<file path="config.mk">
export PLATFORM = sky130hd
export DESIGN_NAME = hex_text_to_fixed_point_flat
export DESIGN_NICKNAME = d
export VERILOG_FILES = /design/src/design/htfp_pkg.sv /design/src/design/htfp_if.sv /design/src/design/htfp_front.sv /design/src/design/htfp_queue.sv /design/src/design/htfp_back.sv /design/src/design/hex_text_to_fixed_point.sv /design/src/flat_wrapper.sv
export SDC_FILE = /design/constraint.sdc
export NUM_CORES = 1
export LEC_CHECK = 0
export ABC_AREA = 1
export ABC_CLOCK_PERIOD_IN_PS = 6300
export CELL_PAD_IN_SITES_DETAIL_PLACEMENT = 1
export CELL_PAD_IN_SITES_GLOBAL_PLACEMENT = 1
export CORE_AREA = 2 2 114 116
export DETAILED_ROUTE_END_ITERATION = 10
export DIE_AREA = 0 0 116 118
export DONT_BUFFER_PORTS = 1
export PLACE_DENSITY_LB_ADDON = 0.25
export RECOVER_POWER = 100
export SYNTH_ARGS = -nofsm -noshare
export SYNTH_HDL_FRONTEND = slang
export SYNTH_SLANG_ARGS = --single-unit
</file>
<file path="constraint.sdc">
create_clock -name clk -period 6.3 [get_ports clk]
set_clock_uncertainty 0.2 [all_clocks]
set_input_delay 0.315 -clock clk [delete_from_list [all_inputs] [get_ports clk]]
set_output_delay 0.315 -clock clk [all_outputs]
set_load 0.05 [all_outputs]
</file>
<file path="src/design/htfp_pkg.sv">
// ---------------------------------------------------------------------------
// htfp_pkg
// Types, codes and helper functions for the hex text to fixed point block.
// ---------------------------------------------------------------------------
package htfp_pkg;

  // Default digit limits for the integer and fraction parts.
  localparam int INTEGER_DIGITS_DEFAULT  = 8;
  localparam int FRACTION_DIGITS_DEFAULT = 8;

  // Fixed widths of the result fields and the fraction digit counter.
  localparam int WORD_W       = 32;
  localparam int FRAC_NIBBLES = WORD_W / 4;
  localparam int FCNT_W       = 4;

  // Queue between the classifier and the accumulator (power of two).
  localparam int QUEUE_DEPTH = 2;
  localparam int QPTR_W      = (QUEUE_DEPTH > 1) ? $clog2(QUEUE_DEPTH) : 1;
  localparam int QLVL_W      = $clog2(QUEUE_DEPTH + 1);

  // ASCII codes used by the classifier.
  localparam logic [7:0] CHAR_POINT   = 8'h2E;
  localparam logic [7:0] CHAR_ZERO    = 8'h30;
  localparam logic [7:0] CHAR_NINE    = 8'h39;
  localparam logic [7:0] CHAR_UPPER_A = 8'h41;
  localparam logic [7:0] CHAR_UPPER_F = 8'h46;
  localparam logic [7:0] CHAR_LOWER_A = 8'h61;
  localparam logic [7:0] CHAR_LOWER_F = 8'h66;
  localparam logic [3:0] DIGIT_TEN    = 4'd10;

  // Result status codes.
  typedef enum logic [1:0] {
    ST_OK       = 2'd0,
    ST_INVALID  = 2'd1,
    ST_OVERFLOW = 2'd2
  } status_t;

  // Character classes decided by the front end.
  typedef enum logic [1:0] {
    CLS_DIGIT = 2'd0,
    CLS_POINT = 2'd1,
    CLS_BAD   = 2'd2
  } char_class_t;

  // One classified character as it travels through the queue.
  typedef struct packed {
    char_class_t cls;
    logic [3:0]  digit;
    logic        last;
  } char_entry_t;

  // Fill status of the queue.
  typedef struct packed {
    logic full;
    logic empty;
  } queue_status_t;

  // Classify one character and give its digit value.
  function automatic char_entry_t classify(input logic [7:0] c, input logic last);
    char_entry_t e;
    logic [7:0]  diff;
    e.cls   = CLS_BAD;
    e.digit = '0;
    e.last  = last;
    diff    = '0;
    if (c >= CHAR_ZERO && c <= CHAR_NINE) begin
      diff    = c - CHAR_ZERO;
      e.cls   = CLS_DIGIT;
      e.digit = diff[3:0];
    end else if (c >= CHAR_UPPER_A && c <= CHAR_UPPER_F) begin
      diff    = c - CHAR_UPPER_A;
      e.cls   = CLS_DIGIT;
      e.digit = diff[3:0] + DIGIT_TEN;
    end else if (c >= CHAR_LOWER_A && c <= CHAR_LOWER_F) begin
      diff    = c - CHAR_LOWER_A;
      e.cls   = CLS_DIGIT;
      e.digit = diff[3:0] + DIGIT_TEN;
    end else if (c == CHAR_POINT) begin
      e.cls = CLS_POINT;
    end
    return e;
  endfunction

endpackage

</file>
<file path="src/design/htfp_if.sv">
// ---------------------------------------------------------------------------
// htfp_if
// Valid/ready channel interfaces for characters in and results out.
// ---------------------------------------------------------------------------

// Character channel: one ASCII character per transaction.
interface htfp_char_if;
  logic       valid;
  logic       ready;
  logic [7:0] character;
  logic       is_last;

  modport source (output valid, output character, output is_last, input ready);
  modport sink   (input valid, input character, input is_last, output ready);
endinterface

// Result channel: one converted number per transaction.
interface htfp_result_if;
  logic        valid;
  logic        ready;
  logic [31:0] integer_part;
  logic [31:0] fraction_part;
  logic [1:0]  status;

  modport source (output valid, output integer_part, output fraction_part,
                  output status, input ready);
  modport sink   (input valid, input integer_part, input fraction_part,
                  input status, output ready);
endinterface

</file>
<file path="src/design/htfp_front.sv">
// ---------------------------------------------------------------------------
// htfp_front
// Accepts characters and classifies each one as digit, point or invalid.
// ---------------------------------------------------------------------------
module htfp_front
  import htfp_pkg::*;
(
  htfp_char_if.sink chars,
  input  queue_status_t q_stat,
  output logic          push,
  output char_entry_t   push_entry
);

  // Take a character whenever the queue has room.
  assign chars.ready = !q_stat.full;
  assign push        = chars.valid && !q_stat.full;

  // Decode the character into its class and digit value.
  assign push_entry  = classify(chars.character, chars.is_last);

endmodule

</file>
<file path="src/design/htfp_queue.sv">
// ---------------------------------------------------------------------------
// htfp_queue
// Short register queue that decouples the classifier from the accumulator.
// ---------------------------------------------------------------------------
module htfp_queue
  import htfp_pkg::*;
(
  input  logic          clk,
  input  logic          rst,
  input  logic          push,
  input  char_entry_t   push_entry,
  input  logic          pop,
  output logic          pop_valid,
  output char_entry_t   pop_entry,
  output queue_status_t q_stat
);

  char_entry_t       slots [QUEUE_DEPTH];
  logic [QPTR_W-1:0] wr_ptr;
  logic [QPTR_W-1:0] rd_ptr;
  logic [QLVL_W-1:0] level;

  assign q_stat.full  = (level == QLVL_W'(QUEUE_DEPTH));
  assign q_stat.empty = (level == '0);
  assign pop_valid    = !q_stat.empty;
  assign pop_entry    = slots[rd_ptr];

  // Pointer and fill level bookkeeping.
  always_ff @(posedge clk) begin
    if (rst) begin
      wr_ptr <= '0;
      rd_ptr <= '0;
      level  <= '0;
    end else begin
      if (push) begin
        wr_ptr <= wr_ptr + QPTR_W'(1);
      end
      if (pop) begin
        rd_ptr <= rd_ptr + QPTR_W'(1);
      end
      if (push && !pop) begin
        level <= level + QLVL_W'(1);
      end else if (pop && !push) begin
        level <= level - QLVL_W'(1);
      end
    end
  end

  // Entry storage.
  always_ff @(posedge clk) begin
    if (push) begin
      slots[wr_ptr] <= push_entry;
    end
  end

endmodule

</file>
<file path="src/design/htfp_back.sv">
// ---------------------------------------------------------------------------
// htfp_back
// Accumulates classified characters into integer and fraction words and
// registers one result when the last character of a number is processed.
// ---------------------------------------------------------------------------
module htfp_back
  import htfp_pkg::*;
#(
  parameter int INTEGER_DIGITS  = INTEGER_DIGITS_DEFAULT,
  parameter int FRACTION_DIGITS = FRACTION_DIGITS_DEFAULT
) (
  input  logic          clk,
  input  logic          rst,
  input  logic          q_valid,
  input  char_entry_t   q_entry,
  output logic          q_pop,
  htfp_result_if.source result
);

  // Any of these top bits set means one more digit would overflow.
  localparam int OVF_SHIFT = 4 * INTEGER_DIGITS - 4;

  logic [WORD_W-1:0] int_acc, int_acc_next;
  logic [WORD_W-1:0] frac_acc, frac_acc_next;
  logic [FCNT_W-1:0] frac_cnt, frac_cnt_next;
  logic              point_seen, point_seen_next;
  status_t           err, err_next;
  logic              take;
  logic              load;
  logic              res_valid;
  logic [WORD_W-1:0] res_int;
  logic [WORD_W-1:0] res_frac;
  status_t           res_status;

  // A last character needs a free result register; others always proceed.
  assign take  = q_valid && (!q_entry.last || !res_valid || result.ready);
  assign q_pop = take;
  assign load  = take && q_entry.last;

  // Next accumulator state for the character at the head of the queue.
  always_comb begin
    int_acc_next    = int_acc;
    frac_acc_next   = frac_acc;
    frac_cnt_next   = frac_cnt;
    point_seen_next = point_seen;
    err_next        = err;
    if (take && err == ST_OK) begin
      unique case (q_entry.cls)
        CLS_POINT: begin
          if (point_seen) begin
            err_next = ST_INVALID;
          end else begin
            point_seen_next = 1'b1;
          end
        end
        CLS_DIGIT: begin
          if (!point_seen) begin
            if ((int_acc >> OVF_SHIFT) != '0) begin
              err_next = ST_OVERFLOW;
            end else begin
              int_acc_next = {int_acc[WORD_W-5:0], q_entry.digit};
            end
          end else if (frac_cnt < FCNT_W'(FRACTION_DIGITS)) begin
            frac_cnt_next = frac_cnt + FCNT_W'(1);
            // The k-th fraction digit fills nibble (FRAC_NIBBLES - k).
            for (int i = 0; i < FRAC_NIBBLES; i++) begin
              if (frac_cnt_next == FCNT_W'(FRAC_NIBBLES - i)) begin
                frac_acc_next[4*i +: 4] = frac_acc[4*i +: 4] | q_entry.digit;
              end
            end
          end
        end
        default: begin
          err_next = ST_INVALID;
        end
      endcase
    end
  end

  // Accumulator registers; the end of a number clears them.
  always_ff @(posedge clk) begin
    if (rst || load) begin
      int_acc    <= '0;
      frac_acc   <= '0;
      frac_cnt   <= '0;
      point_seen <= 1'b0;
      err        <= ST_OK;
    end else begin
      int_acc    <= int_acc_next;
      frac_acc   <= frac_acc_next;
      frac_cnt   <= frac_cnt_next;
      point_seen <= point_seen_next;
      err        <= err_next;
    end
  end

  // Result register valid flag.
  always_ff @(posedge clk) begin
    if (rst) begin
      res_valid <= 1'b0;
    end else if (load) begin
      res_valid <= 1'b1;
    end else if (result.ready) begin
      res_valid <= 1'b0;
    end
  end

  // Result payload; an error zeroes both value fields.
  always_ff @(posedge clk) begin
    if (load) begin
      res_status <= err_next;
      res_int    <= (err_next == ST_OK) ? int_acc_next  : '0;
      res_frac   <= (err_next == ST_OK) ? frac_acc_next : '0;
    end
  end

  assign result.valid         = res_valid;
  assign result.integer_part  = res_int;
  assign result.fraction_part = res_frac;
  assign result.status        = res_status;

endmodule

</file>
<file path="src/design/hex_text_to_fixed_point.sv">
// ---------------------------------------------------------------------------
// hex_text_to_fixed_point
// Converts hexadecimal text with an optional point into 32.32 fixed point.
// ---------------------------------------------------------------------------
// Usage:
//   The chars channel takes one ASCII character per transaction, with
//   is_last set on the final character of a number. Digits 0-9, A-F and a-f
//   are accepted, plus at most one point.
//   The result channel gives one transaction per number: integer_part,
//   fraction_part (unit 2^-32) and status (ok, invalid character, integer
//   overflow). On an error both value fields are zero.
//   Throughput is one character per cycle while chars.ready is high. A last
//   character is written into the classifier queue, and from the queue head
//   the accumulator loads the result register.
//   When the receiver stalls, the result register holds and characters keep
//   flowing until a second last character reaches the accumulator; then the
//   two-entry queue fills and chars.ready drops.
//   Reset is synchronous; it empties the queue, drops the result and clears
//   all accumulators.
// ---------------------------------------------------------------------------
module hex_text_to_fixed_point
  import htfp_pkg::*;
#(
  parameter int INTEGER_DIGITS  = INTEGER_DIGITS_DEFAULT,
  parameter int FRACTION_DIGITS = FRACTION_DIGITS_DEFAULT
) (
  input  logic          clk,
  input  logic          rst,
  htfp_char_if.sink     chars,
  htfp_result_if.source result
);

  logic          push;
  char_entry_t   push_entry;
  logic          pop;
  logic          pop_valid;
  char_entry_t   pop_entry;
  queue_status_t q_stat;

  // Classifier front end.
  htfp_front u_front (
    .chars      (chars),
    .q_stat     (q_stat),
    .push       (push),
    .push_entry (push_entry)
  );

  // Decoupling queue.
  htfp_queue u_queue (
    .clk        (clk),
    .rst        (rst),
    .push       (push),
    .push_entry (push_entry),
    .pop        (pop),
    .pop_valid  (pop_valid),
    .pop_entry  (pop_entry),
    .q_stat     (q_stat)
  );

  // Accumulator back end.
  htfp_back #(
    .INTEGER_DIGITS  (INTEGER_DIGITS),
    .FRACTION_DIGITS (FRACTION_DIGITS)
  ) u_back (
    .clk     (clk),
    .rst     (rst),
    .q_valid (pop_valid),
    .q_entry (pop_entry),
    .q_pop   (pop),
    .result  (result)
  );

  // An error result never carries a value.
  assert property (@(posedge clk) disable iff (rst)
    (result.valid && result.status != ST_OK) |->
      (result.integer_part == '0 && result.fraction_part == '0))
    else $error("error result carries a nonzero value");

  // The queue is never reported full and empty at once.
  assert property (@(posedge clk) disable iff (rst)
    !(q_stat.full && q_stat.empty))
    else $error("queue status inconsistent");

  // Right after reset the queue is empty, so characters are taken.
  assert property (@(posedge clk) $fell(rst) |-> chars.ready)
    else $error("not ready after reset");

  // Nothing is popped from an empty queue.
  assert property (@(posedge clk) disable iff (rst) pop |-> !q_stat.empty)
    else $error("pop from empty queue");

endmodule
</file>
<file path="src/flat_wrapper.sv">
// flat-port wrapper written by rule: the top's interface ports become plain ports
module hex_text_to_fixed_point_flat import htfp_pkg::*;
#(
  parameter int INTEGER_DIGITS  = INTEGER_DIGITS_DEFAULT,
  parameter int FRACTION_DIGITS = FRACTION_DIGITS_DEFAULT
)
  (clk, rst, chars_valid, chars_character, chars_is_last, chars_ready, result_valid, result_integer_part, result_fraction_part, result_status, result_ready);
  htfp_char_if chars_i ();
  htfp_result_if result_i ();
  input  logic clk;
  input  logic rst;
  input wire logic [$bits(chars_i.valid)-1:0] chars_valid;
  input wire logic [$bits(chars_i.character)-1:0] chars_character;
  input wire logic [$bits(chars_i.is_last)-1:0] chars_is_last;
  output wire logic [$bits(chars_i.ready)-1:0] chars_ready;
  output wire logic [$bits(result_i.valid)-1:0] result_valid;
  output wire logic [$bits(result_i.integer_part)-1:0] result_integer_part;
  output wire logic [$bits(result_i.fraction_part)-1:0] result_fraction_part;
  output wire logic [$bits(result_i.status)-1:0] result_status;
  input wire logic [$bits(result_i.ready)-1:0] result_ready;
  assign chars_i.valid = chars_valid;
  assign chars_i.character = chars_character;
  assign chars_i.is_last = chars_is_last;
  assign chars_ready = chars_i.ready;
  assign result_valid = result_i.valid;
  assign result_integer_part = result_i.integer_part;
  assign result_fraction_part = result_i.fraction_part;
  assign result_status = result_i.status;
  assign result_i.ready = result_ready;
  hex_text_to_fixed_point #(.INTEGER_DIGITS(INTEGER_DIGITS), .FRACTION_DIGITS(FRACTION_DIGITS)) u_core (.clk(clk), .rst(rst), .chars(chars_i), .result(result_i));
endmodule
</file>
==> impl_results.md <==
- Status: finished, final reports clean
- Synthesized instance count: 682
- First-pass GRT wire length: 22,700 um
- Yosys reg bits: 157
- Die Wd: 116 um
- Distinct cells, synth: 28
- Syn Nets: 705
- Slew Viols, Final: 0
- Sequential area share after synthesis: 62.2%
- Placed cells: 835
- Iter 0 DRT Violations: 290
- Max Freq: 0.286 GHz
- P_leak: 0.00293 uW
- WP data arrival: 3.55 ns
- Register area: 3940 sq um
- Die H: 118 um
- Clk_lat worst skew: 0.42 ns
- CORE AREA: 12,400 sq um
- Vias: 4,429
- Dpl hpwl: 9190 um
- Initial antenna violation count: 0
- Clk sinks: 157
- Worst Tran Pin Value: 1.16 ns
- Final GP Congestion: 0.802
- Post-CTS Resized: 0
- Slew HR: 22.4%
- WP data required: 6.35 ns
- Tcrit/Tclk final: 55.5%
- Final min period: 3.50 ns
- H-tree level count: 4
- Drc violations: 0
- Share of cells above drive strength 1: 6.54%
- Final WL: 13,800 um
- Max-cap violations: 0
- Clock buffer count from CTS: 17
- Grt total ovfl: 0
- CP peak stage delay: 0.69 ns
- Via-to-Cell Ratio: 5.06
- Largest net degree at the start of global routing: 72
- Final Hold Fails: 0
- Non-Filler Instances: 875
- Filler cell count: 1,456
- I/O pins: 81
- GRT Util Overall: 21.7%
- WHS: 0.0149 ns
- Port buffer count: 0
- Slowest CP cell: nand2_1
- Setup TNS: 0 ns
- Power per cell area: 517 nW/um^2
- CTS tree: yes
- Multi-input logic area: 1850 sq um
- Crit-path most repeated cell: nand2_1
- Final setup fails: 0
- Syn Area/Cell: 9.30 sq um
- Drt pass-1 iters: 4
- RSZ-0062 raised after global routing: no
- Mapped Area: 6340 sq um
- Maximum vdd drop: 0.000233 V
- Vias in the first global route: 4,590
- Root Buffer: clkbuf_16
- WL per Instance: 15.8 um
- DIE AREA: 13,700 sq um
- Synth warnings: 0
- Nets: 713
- Hold/Removal Path Class: in -> reg
- FP Rows: 41
- Initial core utilization: 51.1%
- CP Cell Sequence: clkinvlp_2 > nand2_2 > nand2_1 > nand2_1 > nand3_1 > nor2_8 > nand2_1 > nand2_1 > nand2_1 > nor2_1
- CP Capture Type: register
- Clock transition at path regs: 0.06 ns
- Crit path kind: reg -> reg
- CTS max path bufs: 2
- Diode count: 0
- P&R area growth vs syn: 11.7%
- Crit path launch type: register
- Post-DRT Antenna Nets: 0
- Worst-path maximum fanout: 34
- Final core utilization: 57.1%
## sequential cells by signal, summed over array words and instances (netlist names), 2 cells and up, named ones only
signal                              count
u_core.u_back.result.fraction_part     32
u_core.u_back.int_acc                  32
u_core.u_back.frac_cnt                  4
u_core.u_back.frac_acc                 32
u_core.u_back.result.integer_part      32
u_core.u_queue.level                    2
u_core.u_queue.slots                   14
u_core.u_back.result.status             2
u_core.u_back.err                       2
## where the power goes
group	internal, uW	switching, uW	total [uW]
Sequential	1350	529	1880
Combinational	125	571	696
Clock	679	414	1090
## critical path: cells and delay by family (launching register included)
family	cells	cell delay, ns
buffers and inverters	1	0.31
flip-flops	1	0.48
AND/OR/NAND/NOR	9	2.31
## logic make-up (layout without fill, tap and decap cells)
family          after synthesis  count (layout)  share of synthesized area (%)
flops                       157             157                           62.2
simple gates                357             357                           24.2
compound gates               46              46                           3.73
fa+ha+maj                    10              10                           1.97
buf+inv                     112             133                           7.93
## metal layers
layer  vias up  wire (um)  track usage [%]
met1      2159       5780             26.0
met2        83       7350             37.7
met4         0        162             6.18
li1       2173          -                -
met5         -          0                0
met3        14        496             6.02
## synthesized netlist by cell type (all sizes together)
library cell,n,area (sq um)
nor2,165,668
nand2,133,529
inv,89,337
edfxtp,80,2400
dfxtp,77,1540
nand3,48,265
a21oi,37,185
buf,19,151
ha,10,125
nand4,7,43.8
o21ai,6,30.0
clkbuf,3,11.3
a21boi,1,7.51
clkinv,1,3.75
nand3b,1,7.51
nor3,1,5.00
nor4,1,6.26
o211ai,1,7.51
o22ai,1,6.26
or2,1,6.26
## layout make-up
class,instances,share of cell area (%)
Sequential cell,157,55.7
Multi-Input combinational cell,413,26.1
Clock buffer,20,6.31
Inverter,90,4.79
Tap cell,172,3.04
Clock inverter,12,2.61
Timing Repair Buffer,11,1.45
## worst paths after layout
path	from	to	slack, ns	cells past startpoint
setup / recovery	register	u_core.u_back.result.integer_part[27]$_SDFFCE_PP0P_	2.80	10
hold reg to reg	u_core.u_back.frac_acc[21]$_SDFF_PP0_	u_core.u_back.frac_acc[21]$_SDFF_PP0_	0.25	2
hold / removal	chars_valid	u_core.u_queue.wr_ptr$_SDFFE_PP0P_	0.01	4
setup reg to reg	register	u_core.u_back.result.integer_part[27]$_SDFFCE_PP0P_	2.80	10
## placed cells by master, fill, tap and decap left out, types with 2 or more instances in the layout
cell           instances
inv_1                 88
ha_1                  10
clkinv_4               3
dfxtp_1               77
a21oi_1               37
clkbuf_16             17
edfxtp_1              80
dlygate4sd3_1          8
inv_6                  3
clkbuf_1               2
bufinv_16              4
nand3_1               47
nor2_2                 3
buf_4                  3
nand4_1                7
nor2_1               160
o21ai_0                6
nand2_2                4
nand2_1              128
## repair_timing
action / in CTS / in global routing
endpoints found under the setup margin: 0 / 0
hold buffers: 8 / 0
endpoints found under the hold margin: 17 / 0
setup buffers: 0 / 0
## through the flow
stage | power, uW | worst slack [ns] | area (sq um)
6_report | 3670 | 2.80 | 7080
3_5_place_dp | 2620 | 3.43 | 6420
3_3_place_gp | 2570 | 3.61 | 6420
4_1_cts | 3720 | 3.40 | 7130
5_1_grt | 3840 | 2.37 | 7080
2_1_floorplan | 2510 | 3.44 | 6340
No activity file was read; power rests on OpenSTA's default activity.
